==> config.mk <==
export PLATFORM = sky130hd
export DESIGN_NAME = ball_bounce_step_unit_flat
export DESIGN_NICKNAME = d
export VERILOG_FILES = /design/src/design/bbs_pkg.sv /design/src/design/bbs_ifs.sv /design/src/design/bbs_cfg.sv /design/src/design/bbs_ctrl.sv /design/src/design/bbs_dp.sv /design/src/design/ball_bounce_step_unit.sv /design/src/flat_wrapper.sv
export SDC_FILE = /design/constraint.sdc
export NUM_CORES = 2
export LEC_CHECK = 0
export ABC_AREA = 1
export BUFFER_PORTS_ARGS = -buffer_cell sky130_fd_sc_hd__buf_4
export CORE_ASPECT_RATIO = 1.2
export CORE_MARGIN = 2
export CORE_UTILIZATION = 40
export DETAILED_ROUTE_END_ITERATION = 10
export GPL_TIMING_DRIVEN = 0
export PLACE_DENSITY_LB_ADDON = 0.2
export SETUP_SLACK_MARGIN = 0.1
export SKIP_CTS_REPAIR_TIMING = 1
export SYNTH_ARGS = -nofsm -noshare
export SYNTH_HDL_FRONTEND = slang
export SYNTH_SLANG_ARGS = --single-unit
export TNS_END_PERCENT = 30
==> constraint.sdc <==
create_clock -name i_clk -period 7.1 [get_ports i_clk]
set_input_delay 0 -clock i_clk [delete_from_list [all_inputs] [get_ports i_clk]]
set_output_delay 0 -clock i_clk [all_outputs]
set_load 0.01 [all_outputs]
==> src/design/bbs_pkg.sv <==
// Package for the ball bounce step unit.
// Holds op codes, config register indexes, multiplier select codes and
// the command and configuration structs. No dependencies.
package bbs_pkg;

    localparam logic [1:0] OP_TICK  = 2'd0;
    localparam logic [1:0] OP_HIT   = 2'd1;
    localparam logic [1:0] OP_SERVE = 2'd2;

    localparam logic [2:0] CFG_TIME_SCALE   = 3'd0;
    localparam logic [2:0] CFG_GRAVITY      = 3'd1;
    localparam logic [2:0] CFG_GROUND_REST  = 3'd2;
    localparam logic [2:0] CFG_WALL_REST    = 3'd3;
    localparam logic [2:0] CFG_NET_REST     = 3'd4;
    localparam logic [2:0] CFG_HALF_WIDTH   = 3'd5;
    localparam logic [2:0] CFG_CEILING      = 3'd6;
    localparam logic [2:0] CFG_NET_HEIGHT   = 3'd7;

    // multiplier operand selects
    localparam logic [2:0] MS_DT = 3'd0;
    localparam logic [2:0] MS_VX = 3'd1;
    localparam logic [2:0] MS_VY = 3'd2;
    localparam logic [2:0] MS_G  = 3'd3;
    localparam logic [2:0] MS_BY = 3'd4;
    localparam logic [2:0] MS_BX = 3'd5;
    localparam logic [2:0] MS_BN = 3'd6;

    typedef struct packed {
        logic [15:0]        time_scale;
        logic signed [15:0] gravity;
        logic [7:0]         ground_rest;
        logic [7:0]         wall_rest;
        logic [7:0]         net_rest;
        logic [14:0]        half_width;
        logic [14:0]        ceiling_height;
        logic [14:0]        net_height;
    } t_cfg;

    typedef struct packed {
        logic       capture;
        logic       apply;
        logic       mul_en;
        logic [2:0] mul_sel;
        logic       dt_load;
        logic       upd_px;
        logic       upd_py;
        logic       upd_vy;
        logic       clamp;
        logic       bnc_y;
        logic       bnc_x;
        logic       net_chk;
        logic       bnc_n;
        logic       out_load;
    } t_cmd;

endpackage

==> src/design/bbs_ifs.sv <==
// Valid/ready channel interfaces of the ball bounce step unit.
// bbs_in_if carries one item in, bbs_out_if one result item out. No dependencies.
interface bbs_in_if;
    logic               valid;
    logic               ready;
    logic [1:0]         op;
    logic [15:0]        delta_time;
    logic signed [15:0] new_vel_x;
    logic signed [15:0] new_vel_y;
    logic               serve_player;
    logic signed [15:0] player_pos_x;

    modport source (output valid, op, delta_time, new_vel_x, new_vel_y, serve_player,
                    player_pos_x, input ready);
    modport sink   (input valid, op, delta_time, new_vel_x, new_vel_y, serve_player,
                    player_pos_x, output ready);
endinterface

interface bbs_out_if;
    logic               valid;
    logic               ready;
    logic signed [15:0] ball_x;
    logic signed [15:0] ball_y;
    logic               ball_side;
    logic               hit_ground;
    logic               hit_wall;
    logic               hit_net;
    logic               side_changed;
    logic               hit_racket;

    modport source (output valid, ball_x, ball_y, ball_side, hit_ground, hit_wall, hit_net,
                    side_changed, hit_racket, input ready);
    modport sink   (input valid, ball_x, ball_y, ball_side, hit_ground, hit_wall, hit_net,
                    side_changed, hit_racket, output ready);
endinterface

==> src/design/bbs_cfg.sv <==
// Configuration register file of the ball bounce step unit.
// Depends on bbs_pkg.
module bbs_cfg
    import bbs_pkg::*;
#(
    parameter int FRAC_BITS = 8
) (
    input  logic        i_clk,
    input  logic        i_rst_n,
    input  logic        i_we,
    input  logic [2:0]  i_idx,
    input  logic [15:0] i_data,
    output t_cfg        o_cfg
);

    localparam int GRAV_RAW = -(9 * (1 << FRAC_BITS));
    localparam int GRAV_SAT = (GRAV_RAW < -32768) ? -32768 : GRAV_RAW;
    localparam int HW_RAW   = 4 * (1 << FRAC_BITS);
    localparam int CEIL_RAW = 8 * (1 << FRAC_BITS);
    localparam int NET_RAW  = 1 << FRAC_BITS;
    localparam logic signed [15:0] GRAV_RST = 16'(GRAV_SAT);
    localparam logic [14:0] HW_RST   = 15'((HW_RAW > 32767) ? 32767 : HW_RAW);
    localparam logic [14:0] CEIL_RST = 15'((CEIL_RAW > 32767) ? 32767 : CEIL_RAW);
    localparam logic [14:0] NET_RST  = 15'((NET_RAW > 32767) ? 32767 : NET_RAW);

    t_cfg r_cfg;

    always_ff @(posedge i_clk) begin
        if (!i_rst_n) begin
            r_cfg.time_scale     <= 16'd256;
            r_cfg.gravity        <= GRAV_RST;
            r_cfg.ground_rest    <= 8'd205;
            r_cfg.wall_rest      <= 8'd205;
            r_cfg.net_rest       <= 8'd26;
            r_cfg.half_width     <= HW_RST;
            r_cfg.ceiling_height <= CEIL_RST;
            r_cfg.net_height     <= NET_RST;
        end else if (i_we) begin
            unique case (i_idx)
                CFG_TIME_SCALE:  r_cfg.time_scale     <= i_data;
                CFG_GRAVITY:     r_cfg.gravity        <= i_data;
                CFG_GROUND_REST: r_cfg.ground_rest    <= i_data[7:0];
                CFG_WALL_REST:   r_cfg.wall_rest      <= i_data[7:0];
                CFG_NET_REST:    r_cfg.net_rest       <= i_data[7:0];
                CFG_HALF_WIDTH:  r_cfg.half_width     <= i_data[14:0];
                CFG_CEILING:     r_cfg.ceiling_height <= i_data[14:0];
                CFG_NET_HEIGHT:  r_cfg.net_height     <= i_data[14:0];
            endcase
        end
    end

    assign o_cfg = r_cfg;

endmodule

==> src/design/bbs_ctrl.sv <==
// Sequencing controller of the ball bounce step unit.
// Drives the datapath command struct and both handshakes. Depends on bbs_pkg.
module bbs_ctrl
    import bbs_pkg::*;
(
    input  logic       i_clk,
    input  logic       i_rst_n,
    input  logic       i_in_valid,
    input  logic [1:0] i_in_op,
    input  logic       i_out_ready,
    output logic       o_in_ready,
    output logic       o_out_valid,
    output t_cmd       o_cmd
);

    localparam logic [3:0] S_IDLE  = 4'd0;
    localparam logic [3:0] S_APPLY = 4'd1;
    localparam logic [3:0] S_VX    = 4'd2;
    localparam logic [3:0] S_VY    = 4'd3;
    localparam logic [3:0] S_G     = 4'd4;
    localparam logic [3:0] S_CLAMP = 4'd5;
    localparam logic [3:0] S_BY    = 4'd6;
    localparam logic [3:0] S_BX    = 4'd7;
    localparam logic [3:0] S_WX    = 4'd8;
    localparam logic [3:0] S_BN    = 4'd9;
    localparam logic [3:0] S_NX    = 4'd10;
    localparam logic [3:0] S_FIN   = 4'd11;

    logic [3:0] r_state, n_state;
    logic       r_out_valid, n_out_valid;
    t_cmd       cmd;

    always_comb begin
        cmd     = '0;
        n_state = r_state;
        unique case (r_state)
            S_IDLE: begin
                if (i_in_valid) begin
                    cmd.capture = 1'b1;
                    cmd.mul_en  = 1'b1;
                    cmd.mul_sel = MS_DT;
                    n_state     = (i_in_op == OP_TICK) ? S_VX : S_APPLY;
                end
            end
            S_APPLY: begin
                cmd.apply = 1'b1;
                n_state   = S_FIN;
            end
            S_VX: begin
                cmd.mul_en  = 1'b1;
                cmd.mul_sel = MS_VX;
                cmd.dt_load = 1'b1;
                n_state     = S_VY;
            end
            S_VY: begin
                cmd.mul_en  = 1'b1;
                cmd.mul_sel = MS_VY;
                cmd.upd_px  = 1'b1;
                n_state     = S_G;
            end
            S_G: begin
                cmd.mul_en  = 1'b1;
                cmd.mul_sel = MS_G;
                cmd.upd_py  = 1'b1;
                n_state     = S_CLAMP;
            end
            S_CLAMP: begin
                cmd.upd_vy = 1'b1;
                cmd.clamp  = 1'b1;
                n_state    = S_BY;
            end
            S_BY: begin
                cmd.mul_en  = 1'b1;
                cmd.mul_sel = MS_BY;
                n_state     = S_BX;
            end
            S_BX: begin
                cmd.bnc_y   = 1'b1;
                cmd.mul_en  = 1'b1;
                cmd.mul_sel = MS_BX;
                cmd.net_chk = 1'b1;
                n_state     = S_WX;
            end
            S_WX: begin
                cmd.bnc_x = 1'b1;
                n_state   = S_BN;
            end
            S_BN: begin
                cmd.mul_en  = 1'b1;
                cmd.mul_sel = MS_BN;
                n_state     = S_NX;
            end
            S_NX: begin
                cmd.bnc_n = 1'b1;
                n_state   = S_FIN;
            end
            S_FIN: begin
                if (!r_out_valid || i_out_ready) begin
                    cmd.out_load = 1'b1;
                    n_state      = S_IDLE;
                end
            end
            default: n_state = S_IDLE;
        endcase
    end

    always_comb begin
        priority if (cmd.out_load) begin
            n_out_valid = 1'b1;
        end else if (i_out_ready) begin
            n_out_valid = 1'b0;
        end else begin
            n_out_valid = r_out_valid;
        end
    end

    always_ff @(posedge i_clk) begin
        if (!i_rst_n) begin
            r_state     <= S_IDLE;
            r_out_valid <= 1'b0;
        end else begin
            r_state     <= n_state;
            r_out_valid <= n_out_valid;
        end
    end

    assign o_in_ready  = (r_state == S_IDLE);
    assign o_out_valid = r_out_valid;
    assign o_cmd       = cmd;

endmodule

==> src/design/bbs_dp.sv <==
// Datapath of the ball bounce step unit: ball state, shared multiplier,
// rounding, saturation, bounce and net logic, output register. Depends on bbs_pkg.
module bbs_dp
    import bbs_pkg::*;
#(
    parameter int FRAC_BITS = 8
) (
    input  logic               i_clk,
    input  logic               i_rst_n,
    input  t_cmd               i_cmd,
    input  t_cfg               i_cfg,
    input  logic [1:0]         i_op,
    input  logic [15:0]        i_delta_time,
    input  logic signed [15:0] i_new_vel_x,
    input  logic signed [15:0] i_new_vel_y,
    input  logic               i_serve_player,
    input  logic signed [15:0] i_player_pos_x,
    output logic signed [15:0] o_ball_x,
    output logic signed [15:0] o_ball_y,
    output logic               o_ball_side,
    output logic               o_hit_ground,
    output logic               o_hit_wall,
    output logic               o_hit_net,
    output logic               o_side_changed,
    output logic               o_hit_racket
);

    localparam int SERVE_OFF_I = ((2 << FRAC_BITS) + 5) / 10;
    localparam int SERVE_Y_I   = 5 << (FRAC_BITS - 1);
    localparam int SERVE_VY_I  = 5 << FRAC_BITS;
    localparam logic signed [16:0] SERVE_OFF = 17'(SERVE_OFF_I);
    localparam logic signed [15:0] SERVE_Y   = 16'((SERVE_Y_I > 32767) ? 32767 : SERVE_Y_I);
    localparam logic signed [15:0] SERVE_VY  = 16'((SERVE_VY_I > 32767) ? 32767 : SERVE_VY_I);
    localparam logic signed [47:0] STEP_HALF = 48'sd8388608;

    function automatic logic signed [15:0] f_sat16(input logic signed [25:0] v);
        logic signed [15:0] res;
        if (v > 26'sd32767) begin
            res = 16'sh7FFF;
        end else if (v < -26'sd32768) begin
            res = 16'sh8000;
        end else begin
            res = v[15:0];
        end
        return res;
    endfunction

    // ball state
    logic signed [15:0] r_pos_x, r_pos_y, r_vel_x, r_vel_y;
    logic               r_side;
    // flags of the current item
    logic r_g, r_w, r_n, r_sc, r_r, r_by_en;
    // working registers
    logic               r_by_g;
    logic signed [47:0] r_prod;
    logic [31:0]        r_dt;
    logic [1:0]         r_op;
    logic signed [15:0] r_new_vx, r_new_vy, r_player_pos_x;
    logic               r_serve_player;
    // output register
    logic signed [15:0] r_out_x, r_out_y;
    logic r_out_side, r_out_g, r_out_w, r_out_n, r_out_sc, r_out_r;

    logic signed [16:0] mul_a;
    logic signed [32:0] mul_b;
    logic signed [49:0] mul_p;

    always_comb begin
        unique case (i_cmd.mul_sel)
            MS_DT: begin
                mul_a = {1'b0, i_delta_time};
                mul_b = {17'd0, i_cfg.time_scale};
            end
            MS_VX: begin
                mul_a = 17'(r_vel_x);
                mul_b = {1'b0, r_prod[31:0]};
            end
            MS_VY: begin
                mul_a = 17'(r_vel_y);
                mul_b = {1'b0, r_dt};
            end
            MS_G: begin
                mul_a = 17'(i_cfg.gravity);
                mul_b = {1'b0, r_dt};
            end
            MS_BY: begin
                mul_a = 17'(r_vel_y);
                mul_b = {25'd0, (r_by_g ? i_cfg.ground_rest : i_cfg.wall_rest)};
            end
            MS_BX: begin
                mul_a = 17'(r_vel_x);
                mul_b = {25'd0, i_cfg.wall_rest};
            end
            MS_BN: begin
                mul_a = 17'(r_vel_x);
                mul_b = {25'd0, i_cfg.net_rest};
            end
            default: begin
                mul_a = '0;
                mul_b = '0;
            end
        endcase
    end

    assign mul_p = mul_a * mul_b;

    // step term: round half up of product / 2^24
    logic signed [47:0] step_sum;
    logic signed [23:0] step_q;
    logic signed [15:0] step_pos_x, step_pos_y, step_vel_y;
    assign step_sum   = r_prod + STEP_HALF;
    assign step_q     = step_sum[47:24];
    assign step_pos_x = f_sat16(26'(r_pos_x) + 26'(step_q));
    assign step_pos_y = f_sat16(26'(r_pos_y) + 26'(step_q));
    assign step_vel_y = f_sat16(26'(r_vel_y) + 26'(step_q));

    // bounce: -(v * r) / 2^8, round half up
    logic signed [25:0] bnc_p, bnc_neg;
    logic signed [17:0] bnc_q;
    logic signed [15:0] bnc_v;
    assign bnc_p   = r_prod[25:0];
    assign bnc_neg = 26'sd128 - bnc_p;
    assign bnc_q   = bnc_neg[25:8];
    assign bnc_v   = f_sat16(26'(bnc_q));

    logic signed [15:0] hw_s, neg_hw, ceil_s, net_s;
    assign hw_s   = {1'b0, i_cfg.half_width};
    assign neg_hw = -hw_s;
    assign ceil_s = {1'b0, i_cfg.ceiling_height};
    assign net_s  = {1'b0, i_cfg.net_height};

    logic signed [16:0] srv_px, srv_sum;
    logic signed [15:0] srv_x;
    assign srv_px  = 17'(r_player_pos_x);
    assign srv_sum = r_player_pos_x[15] ? (srv_px - SERVE_OFF) : (srv_px + SERVE_OFF);
    assign srv_x   = f_sat16(26'(srv_sum));

    logic nside;
    assign nside = ~r_pos_x[15];

    always_ff @(posedge i_clk) begin
        if (!i_rst_n) begin
            r_pos_x <= '0;
            r_pos_y <= '0;
            r_vel_x <= '0;
            r_vel_y <= '0;
            r_side  <= 1'b0;
            r_g     <= 1'b0;
            r_w     <= 1'b0;
            r_n     <= 1'b0;
            r_sc    <= 1'b0;
            r_r     <= 1'b0;
            r_by_en <= 1'b0;
        end else begin
            if (i_cmd.capture) begin
                r_g     <= 1'b0;
                r_w     <= 1'b0;
                r_n     <= 1'b0;
                r_sc    <= 1'b0;
                r_r     <= 1'b0;
                r_by_en <= 1'b0;
            end
            if (i_cmd.apply) begin
                unique case (r_op)
                    OP_HIT: begin
                        r_vel_x <= r_new_vx;
                        r_vel_y <= r_new_vy;
                        r_r     <= 1'b1;
                    end
                    OP_SERVE: begin
                        r_pos_x <= srv_x;
                        r_pos_y <= SERVE_Y;
                        r_side  <= r_serve_player;
                        r_vel_x <= '0;
                        r_vel_y <= SERVE_VY;
                    end
                    default: ;
                endcase
            end
            if (i_cmd.upd_px) begin
                r_pos_x <= step_pos_x;
            end
            if (i_cmd.upd_py) begin
                r_pos_y <= step_pos_y;
            end
            if (i_cmd.upd_vy) begin
                r_vel_y <= step_vel_y;
            end
            if (i_cmd.clamp) begin
                if (r_pos_y < 16'sd0) begin
                    r_pos_y <= '0;
                    r_g     <= 1'b1;
                    r_by_en <= 1'b1;
                end else if (r_pos_y > ceil_s) begin
                    r_pos_y <= ceil_s;
                    r_by_en <= 1'b1;
                end
                if (r_pos_x > hw_s) begin
                    r_pos_x <= hw_s;
                    r_w     <= 1'b1;
                end else if (r_pos_x < neg_hw) begin
                    r_pos_x <= neg_hw;
                    r_w     <= 1'b1;
                end
            end
            if (i_cmd.bnc_y && r_by_en) begin
                r_vel_y <= bnc_v;
            end
            if (i_cmd.net_chk && (nside != r_side)) begin
                if (r_pos_y < net_s) begin
                    r_n <= 1'b1;
                end else begin
                    r_sc   <= 1'b1;
                    r_side <= nside;
                end
            end
            if (i_cmd.bnc_x && r_w) begin
                r_vel_x <= bnc_v;
            end
            if (i_cmd.bnc_n && r_n) begin
                r_vel_x <= bnc_v;
                r_pos_x <= '0;
            end
        end
    end

    always_ff @(posedge i_clk) begin
        if (i_cmd.capture) begin
            r_op           <= i_op;
            r_new_vx       <= i_new_vel_x;
            r_new_vy       <= i_new_vel_y;
            r_serve_player <= i_serve_player;
            r_player_pos_x <= i_player_pos_x;
        end
        if (i_cmd.mul_en) begin
            r_prod <= mul_p[47:0];
        end
        if (i_cmd.dt_load) begin
            r_dt <= r_prod[31:0];
        end
        if (i_cmd.clamp) begin
            r_by_g <= (r_pos_y < 16'sd0);
        end
        if (i_cmd.out_load) begin
            r_out_x    <= r_pos_x;
            r_out_y    <= r_pos_y;
            r_out_side <= r_side;
            r_out_g    <= r_g;
            r_out_w    <= r_w;
            r_out_n    <= r_n;
            r_out_sc   <= r_sc;
            r_out_r    <= r_r;
        end
    end

    assign o_ball_x       = r_out_x;
    assign o_ball_y       = r_out_y;
    assign o_ball_side    = r_out_side;
    assign o_hit_ground   = r_out_g;
    assign o_hit_wall     = r_out_w;
    assign o_hit_net      = r_out_n;
    assign o_side_changed = r_out_sc;
    assign o_hit_racket   = r_out_r;

endmodule

==> src/design/ball_bounce_step_unit.sv <==
// Top level of the ball bounce step unit.
// Depends on bbs_pkg, bbs_ifs, bbs_cfg, bbs_ctrl and bbs_dp.
//
// Usage:
//  Items enter on i_in (valid/ready); op selects tick, racket hit or serve.
//  Each item yields exactly one result item on o_out (valid/ready): the ball
//  position and side after the item plus ground, wall, net, side change and
//  racket flags.
//  Configuration registers are written through i_cfg_we/i_cfg_idx/i_cfg_data,
//  one register per cycle; the user must write them only while no item is in
//  flight, since the block itself does not enforce this.
//  Timing: one item at a time. A tick walks a ten step sequence through one
//  shared 17x33 multiplier (scaled time, three Euler products, ground or
//  ceiling bounce, wall bounce, net bounce) before its result is loaded. Hit,
//  serve and the unused op pass through a single apply step instead.
//  The result sits in an output register; the next item is accepted while it
//  waits, and that item's result is held back until the old one is taken.
//  Reset (synchronous, active low) zeroes position, velocity and side, loads
//  the default register values and empties the output register.
module ball_bounce_step_unit
    import bbs_pkg::*;
#(
    parameter int FRAC_BITS = 8
) (
    input  logic        i_clk,
    input  logic        i_rst_n,
    input  logic        i_cfg_we,
    input  logic [2:0]  i_cfg_idx,
    input  logic [15:0] i_cfg_data,
    bbs_in_if.sink      i_in,
    bbs_out_if.source   o_out
);

    t_cfg cfg;
    t_cmd cmd;

    bbs_cfg #(
        .FRAC_BITS(FRAC_BITS)
    ) u_cfg (
        .i_clk  (i_clk),
        .i_rst_n(i_rst_n),
        .i_we   (i_cfg_we),
        .i_idx  (i_cfg_idx),
        .i_data (i_cfg_data),
        .o_cfg  (cfg)
    );

    bbs_ctrl u_ctrl (
        .i_clk      (i_clk),
        .i_rst_n    (i_rst_n),
        .i_in_valid (i_in.valid),
        .i_in_op    (i_in.op),
        .i_out_ready(o_out.ready),
        .o_in_ready (i_in.ready),
        .o_out_valid(o_out.valid),
        .o_cmd      (cmd)
    );

    bbs_dp #(
        .FRAC_BITS(FRAC_BITS)
    ) u_dp (
        .i_clk         (i_clk),
        .i_rst_n       (i_rst_n),
        .i_cmd         (cmd),
        .i_cfg         (cfg),
        .i_op          (i_in.op),
        .i_delta_time  (i_in.delta_time),
        .i_new_vel_x   (i_in.new_vel_x),
        .i_new_vel_y   (i_in.new_vel_y),
        .i_serve_player(i_in.serve_player),
        .i_player_pos_x(i_in.player_pos_x),
        .o_ball_x      (o_out.ball_x),
        .o_ball_y      (o_out.ball_y),
        .o_ball_side   (o_out.ball_side),
        .o_hit_ground  (o_out.hit_ground),
        .o_hit_wall    (o_out.hit_wall),
        .o_hit_net     (o_out.hit_net),
        .o_side_changed(o_out.side_changed),
        .o_hit_racket  (o_out.hit_racket)
    );

endmodule

==> src/flat_wrapper.sv <==
// flat-port wrapper written by rule: the top's interface ports become plain ports
module ball_bounce_step_unit_flat import bbs_pkg::*;
#(
    parameter int FRAC_BITS = 8
)
  (i_clk, i_rst_n, i_cfg_we, i_cfg_idx, i_cfg_data, i_in_valid, i_in_op, i_in_delta_time, i_in_new_vel_x, i_in_new_vel_y, i_in_serve_player, i_in_player_pos_x, i_in_ready, o_out_valid, o_out_ball_x, o_out_ball_y, o_out_ball_side, o_out_hit_ground, o_out_hit_wall, o_out_hit_net, o_out_side_changed, o_out_hit_racket, o_out_ready);
  bbs_in_if i_in_i ();
  bbs_out_if o_out_i ();
  input  logic i_clk;
  input  logic i_rst_n;
  input  logic i_cfg_we;
  input  logic [2:0] i_cfg_idx;
  input  logic [15:0] i_cfg_data;
  input wire logic [$bits(i_in_i.valid)-1:0] i_in_valid;
  input wire logic [$bits(i_in_i.op)-1:0] i_in_op;
  input wire logic [$bits(i_in_i.delta_time)-1:0] i_in_delta_time;
  input wire logic [$bits(i_in_i.new_vel_x)-1:0] i_in_new_vel_x;
  input wire logic [$bits(i_in_i.new_vel_y)-1:0] i_in_new_vel_y;
  input wire logic [$bits(i_in_i.serve_player)-1:0] i_in_serve_player;
  input wire logic [$bits(i_in_i.player_pos_x)-1:0] i_in_player_pos_x;
  output wire logic [$bits(i_in_i.ready)-1:0] i_in_ready;
  output wire logic [$bits(o_out_i.valid)-1:0] o_out_valid;
  output wire logic [$bits(o_out_i.ball_x)-1:0] o_out_ball_x;
  output wire logic [$bits(o_out_i.ball_y)-1:0] o_out_ball_y;
  output wire logic [$bits(o_out_i.ball_side)-1:0] o_out_ball_side;
  output wire logic [$bits(o_out_i.hit_ground)-1:0] o_out_hit_ground;
  output wire logic [$bits(o_out_i.hit_wall)-1:0] o_out_hit_wall;
  output wire logic [$bits(o_out_i.hit_net)-1:0] o_out_hit_net;
  output wire logic [$bits(o_out_i.side_changed)-1:0] o_out_side_changed;
  output wire logic [$bits(o_out_i.hit_racket)-1:0] o_out_hit_racket;
  input wire logic [$bits(o_out_i.ready)-1:0] o_out_ready;
  assign i_in_i.valid = i_in_valid;
  assign i_in_i.op = i_in_op;
  assign i_in_i.delta_time = i_in_delta_time;
  assign i_in_i.new_vel_x = i_in_new_vel_x;
  assign i_in_i.new_vel_y = i_in_new_vel_y;
  assign i_in_i.serve_player = i_in_serve_player;
  assign i_in_i.player_pos_x = i_in_player_pos_x;
  assign i_in_ready = i_in_i.ready;
  assign o_out_valid = o_out_i.valid;
  assign o_out_ball_x = o_out_i.ball_x;
  assign o_out_ball_y = o_out_i.ball_y;
  assign o_out_ball_side = o_out_i.ball_side;
  assign o_out_hit_ground = o_out_i.hit_ground;
  assign o_out_hit_wall = o_out_i.hit_wall;
  assign o_out_hit_net = o_out_i.hit_net;
  assign o_out_side_changed = o_out_i.side_changed;
  assign o_out_hit_racket = o_out_i.hit_racket;
  assign o_out_i.ready = o_out_ready;
  ball_bounce_step_unit #(.FRAC_BITS(FRAC_BITS)) u_core (.i_clk(i_clk), .i_rst_n(i_rst_n), .i_cfg_we(i_cfg_we), .i_cfg_idx(i_cfg_idx), .i_cfg_data(i_cfg_data), .i_in(i_in_i), .o_out(o_out_i));
endmodule
# --- After elaboration in Yosys (flattened, before gate mapping) ---
# Index checks and enable logic that the tools add are counted.
word_totals:
  register_bits: 347
  inputBits: 91
  out_inout_bits: 40
  wordCells: 201
op_classes:
  add_sub_neg: 8
  mul: 1
  order_cmp: 15
  n_eq_ne: 29
  mux: 78
  n_bitwise: 2
  n_reduce_logical: 31
ops:
  columns: ["cell", "count"]
  rows:
  - ["2-to-1 mux 16 bit", 28]
  - ["case mux 32 bit (6 select lines)", 1]
  - ["adder 16 x 24 -> 25 bit", 3]
  - ["> comparator 25 x 16 -> 1 bit (second input constant)", 3]
  - ["less-than comparator 25 x 16 -> 1 bit (second input constant)", 3]
  - ["case mux 17 bit (4 select lines)", 1]
  - ["case mux 16 bit (2 select lines)", 2]
  - ["adder 48 x 25 -> 48 bit (second input constant)", 1]
  - ["multiplier 17 x 33 -> 48 bit", 1]
  - ["case mux 4 bit (11 select lines)", 1]
  - ["2-to-1 mux 1 bit", 37]
  - ["> comparator 16 bit", 2]
  - ["less-than comparator 16 bit", 2]
  - ["case mux 4 bit (7 select lines)", 1]
  - ["subtractor 9 x 26 -> 26 bit (first input constant)", 1]
  - ["AND reduction 2 bit", 11]
  - ["equality test 3 bit (second input constant)", 7]
  - ["> comparator 18 x 16 -> 1 bit (second input constant)", 1]
  - ["less-than comparator 18 x 16 -> 1 bit (second input constant)", 1]
  - ["adder 16 x 7 -> 17 bit (second input constant)", 1]
  - ["> comparator 17 x 16 -> 1 bit (second input constant)", 1]
  - ["less-than comparator 17 x 16 -> 1 bit (second input constant)", 1]
  - ["2-to-1 mux 17 bit", 1]
  - ["subtractor 16 x 7 -> 17 bit (second input constant)", 1]
  - ["other kinds (27)", 52]

# --- Logic depth before layout (Yosys ltp) ---
logic_depth:
  ltp_word: 11
  mapped_depth: 41

# --- Hierarchy ---
# Synthesis repeated with hierarchy kept, for this count alone.
unflattened:
  cells_unflattened: 5543
  hier_area_um2: 40943.0
by_module_without_submodules:
  columns: ["mod", "n_inst", "cells_each", "area_per_inst_um2", "seq_area_each_um2"]
  rows:
  - ["bbs_dp", 1, 4909, 36570.1, 6526.3]
  - ["bbs_cfg", 1, 555, 3888.7, 2021.9]
  - ["bbs_ctrl", 1, 79, 484.2, 100.1]

# --- Worst setup path before layout ---
# OpenSTA, ideal clock, no wires.
synth_path:
  path_kind: "register -> register"
  from: "register u_core.u_ctrl.r_state[1]"
  to: "register u_core.u_dp.r_prod[47], data pin"
  setup_ns: 0.261
  arrival_ns: 6.859
  path_slack_ns: -0.020
  path_stages_with_launch: 31
  path_buffers: 3
  path_cell_list: "dfxtp_1 > inv_1 > nor2_2 > inv_2 > nor2_2 > buf_2 > buf_2 > a22oi_1 > clkbuf_1 > nor2_1 > fa_1 > inv_1 > fa_1 > fa_1 > inv_1 > fa_1 > fa_1 > inv_1 > fa_1 > inv_1 > ha_1 > a21oi_1 > inv_1 > nor2_1 > o21ai_0 > a21o_1 > a21oi_1 > o21ai_0 > nand4_1 > nand4_1 > xor2_1"
synth_via:
  elab_chain_cells: 6
  elab_cells_between_ends: 21
  classes_between: "1 x mul; 12 x eq/ne; 3 x mux; 5 x reduce/logical"
synth_lines:
  columns: ["element", "line", "source"]
  rows:
  - ["start: declaration", "bbs_ctrl.sv:29", "logic [3:0] r_state, n_state;"]
  - ["start signal: assignment", "bbs_ctrl.sv:122", "r_state <= n_state;"]
  - ["equality test 4 bit, or another cell as far along", "bbs_ctrl.sv:36", "unique case (r_state)"]
  - ["case mux 4 bit (7 select lines) (*)", "bbs_ctrl.sv:36", null]
  - ["equality test 3 bit, or another cell as far along", "bbs_dp.sv:69", "unique case (i_cmd.mul_sel)"]
  - ["OR reduction 3 bit (no line) / OR reduction 2 bit (equally long branches)", null, null]
  - ["case mux 17 bit (4 select lines) / case mux 32 bit (6 select lines) (equally long branches)", "bbs_dp.sv:69", null]
  - ["multiplier 17 x 33 -> 48 bit (*)", "bbs_dp.sv:105", "assign mul_p = mul_a * mul_b;"]
  - ["net u_core.u_dp.mul_p[47]", "bbs_dp.sv:66", "logic signed [49:0] mul_p;"]
  - ["end signal: assignment", "bbs_dp.sv:236", "r_prod <= mul_p[47:0];"]
  - ["end: declaration", "bbs_dp.sv:55", "logic signed [47:0] r_prod;"]
# The timed path passes the listed nets; every way through them passes the cells marked *.
# A chain may end at the register's enable or synchronous reset.

# --- Worst setup path after layout ---
layout_path:
  from: "register u_core.u_ctrl.r_state[1]"
  to: "register u_core.u_dp.r_prod[41], data pin"
# Same word-level chain as after synthesis.

==> results.json <==
{
  "start_util_pct": 40.4,
  "syn_inst": 5423,
  "synth.area.top_cells": "fa_1 22%, edfxtp_1 13%, nand2_1 12%",
  "cts_root_buffer": "clkbuf_16",
  "syn-mean-instance-area_sq_um": 7.48,
  "rows": 127,
  "clock_sinks": 347,
  "mostFrequentLayoutCells": "1,246 x nand2_1, 1,023 x inv_1, 546 x nor2_1, 440 x fa_1, 283 x a21oi_1",
  "dieArea_sq_um": 104000,
  "avgRoutedWirePerCell_um": 20.6,
  "firstDrtPassIters": 5,
  "min_path_type": "input pin to flop",
  "num_vias": 37087,
  "drc": 0,
  "worstSetupEndpointType": "flop",
  "ys_seq_area_share_pct": 21.3,
  "h-tree-depth": 2,
  "grt_pass1_wl_mm": 217,
  "clk_path_buf_depth": 3,
  "drive_gt1_share_pct": 14.0,
  "synth_ff_type": "dfxtp_1",
  "max_freq_ghz": 0.135,
  "pre_cts_slack_ns": -2.11,
  "finalMaxSlewViolations": 0,
  "cts_buffers": 37,
  "violations": "setup timing",
  "antennaDiodeCount": 0,
  "crit_path_max_fanout": 7,
  "critPathMaxStageDelay_ns": 0.60,
  "finalWirelength_mm": 149,
  "crit_arrival_ns": 7.74,
  "grt_overflow_total": 0,
  "ys_ff_latch": 347,
  "io_buffers": 130,
  "core_sq_um": 100000,
  "ant_nets": 0,
  "synth-edff-count": 170,
  "drv_cap": 0,
  "rsz0062_at_grt": "true",
  "ff2ff_path_depth": 32,
  "hold_viol": 0,
  "grt_max_degree": 42,
  "critPathKind": "flop to flop",
  "final_common_cell": "nand2_1",
  "startpoint_type": "flop",
  "antenna_found_initial": 0,
  "ys_types": 62,
  "min_period_over_period_pct": 104,
  "clk_pin_slew_ns": 0.06,
  "layout_setup_ws_ns": -0.288,
  "worstHoldPathCells": 2,
  "relSlewSlack_pct": 7.26,
  "synth_top_area_share_pct": 22.4,
  "dp_hpwl_mm": 121,
  "clock_latency_ns": 0.60,
  "finalSetupViolCount": 21,
  "place.gp.congestion": 0.969,
  "synth_area_sq_um": 40500,
  "die_y_um": 353,
  "slowest_stage": "fa_1",
  "fin_crit_ns": 7.39,
  "status": "finished with violations",
  "cts_tree": "yes",
  "fin_nets": 6662,
  "crit_required_ns": 7.45,
  "yosysWarningCount": 0,
  "synth_fp_nets": 6265,
  "via_per_inst": 5.15,
  "clock_skew_ns": 0.0273,
  "io_pins": 131,
  "track_usage_pct": 27.8,
  "area_growth_pct": 20.7,
  "utilization_pct": 48.8,
  "grt_pass1_vias": 36404,
  "cp_common_cell": "fa_1",
  "drtIter0Drc": 2542,
  "synth_top_cell_by_area": "fa_1",
  "synthArstFlopShare_pct": 0,
  "worstMarginPinSlew_ns": 1.38,
  "fp.dieW_um": 295
}
worst paths after layout:
check | startpoint | endpoint | slack, ns
setup / recovery | u_core.u_ctrl.r_state[1] | u_core.u_dp.r_prod[41] | -0.29
hold / removal | i_in_new_vel_y[12] | u_core.u_dp.r_new_vy[12] | 0.12
setup reg to reg | u_core.u_ctrl.r_state[1] | u_core.u_dp.r_prod[41] | -0.29
hold reg to reg | u_core.u_dp.r_r | u_core.u_dp.o_hit_racket | 0.45
synth_stat cells, types with 59 or more instances:
cell / number
edfxtp_1: 170
nand2_1: 1279
nand3_1: 179
dfxtp_1: 177
o21ai_0: 218
xor2_1: 76
a21oi_1: 316
nand4_1: 72
nor2_1: 593
buf_2: 59
clkbuf_1: 72
inv_1: 1074
ha_1: 298
fa_1: 453
critical path, delay by kind of cell (launching register included):
kind	cells	cell delay, ns
fa+ha+maj	7	3.40
buf+inv	11	1.10
compound gates	6	1.05
simple gates	7	1.02
flops	1	0.38
xor+xnor	1	0.14
per-layer routing:
layer	wire, um	GRT usage, %
met4	9150	14.5
met1	58400	33.0
met2	72900	48.8
met5	0	0
met3	8250	3.64
sequential cells by signal, summed over array words and instances, names as in the netlist, 2 cells and up:
register and cells:
u_core.u_dp.r_dt 32, u_core.u_cfg.o_cfg 101, u_core.u_dp.r_player_pos_x 16, u_core.u_dp.r_vel_y 16, u_core.u_dp.o_ball_y 16, u_core.u_dp.o_ball_x 16, u_core.u_dp.r_pos_y 16, u_core.u_dp.r_new_vy 16
u_core.u_dp.r_prod 48, u_core.u_ctrl.r_state 4, u_core.u_dp.r_pos_x 16, u_core.u_dp.r_vel_x 16, u_core.u_dp.r_new_vx 16, u_core.u_dp.r_op 2
metrics by stage:
stage	instances	cell area [sq um]	setup TNS, ns	hold WS [ns]
after global routing	7203	48900	-8.81	0.119
after CTS	6980	44600	-54.04	-0.460
after floorplan	5423	40500	0	0.0989
after global placement	6907	43200	-108.96	0.179
after detailed placement	6912	43300	-53.32	0.179
final	7203	48900	-4.01	0.120
kinds of logic after synthesis:
family / synth area share [%]
adders and majority gates: 31.6
DFF: 21.3
buffers and inverters: 12.0
AOI/OAI and AO/OA: 10.0
and+or+nand+nor: 22.3
xor gates and xnor gates: 2.72
cell type report:
class                           instances  area [sq um]
Inverter                             1117          4250
Fill cell                            9934         51300
Sequential cell                       347          8660
Clock buffer                           48           998
Multi-Input combinational cell       3814         28700
Timing Repair Buffer                  359          3240
Buffer                                144          1140
Clock inverter                         20           284
Tap cell                             1354          1690
Power is left out: the tool's default activity adds up to more than one toggle a clock period on the data nets, which glitch-free logic cannot reach.
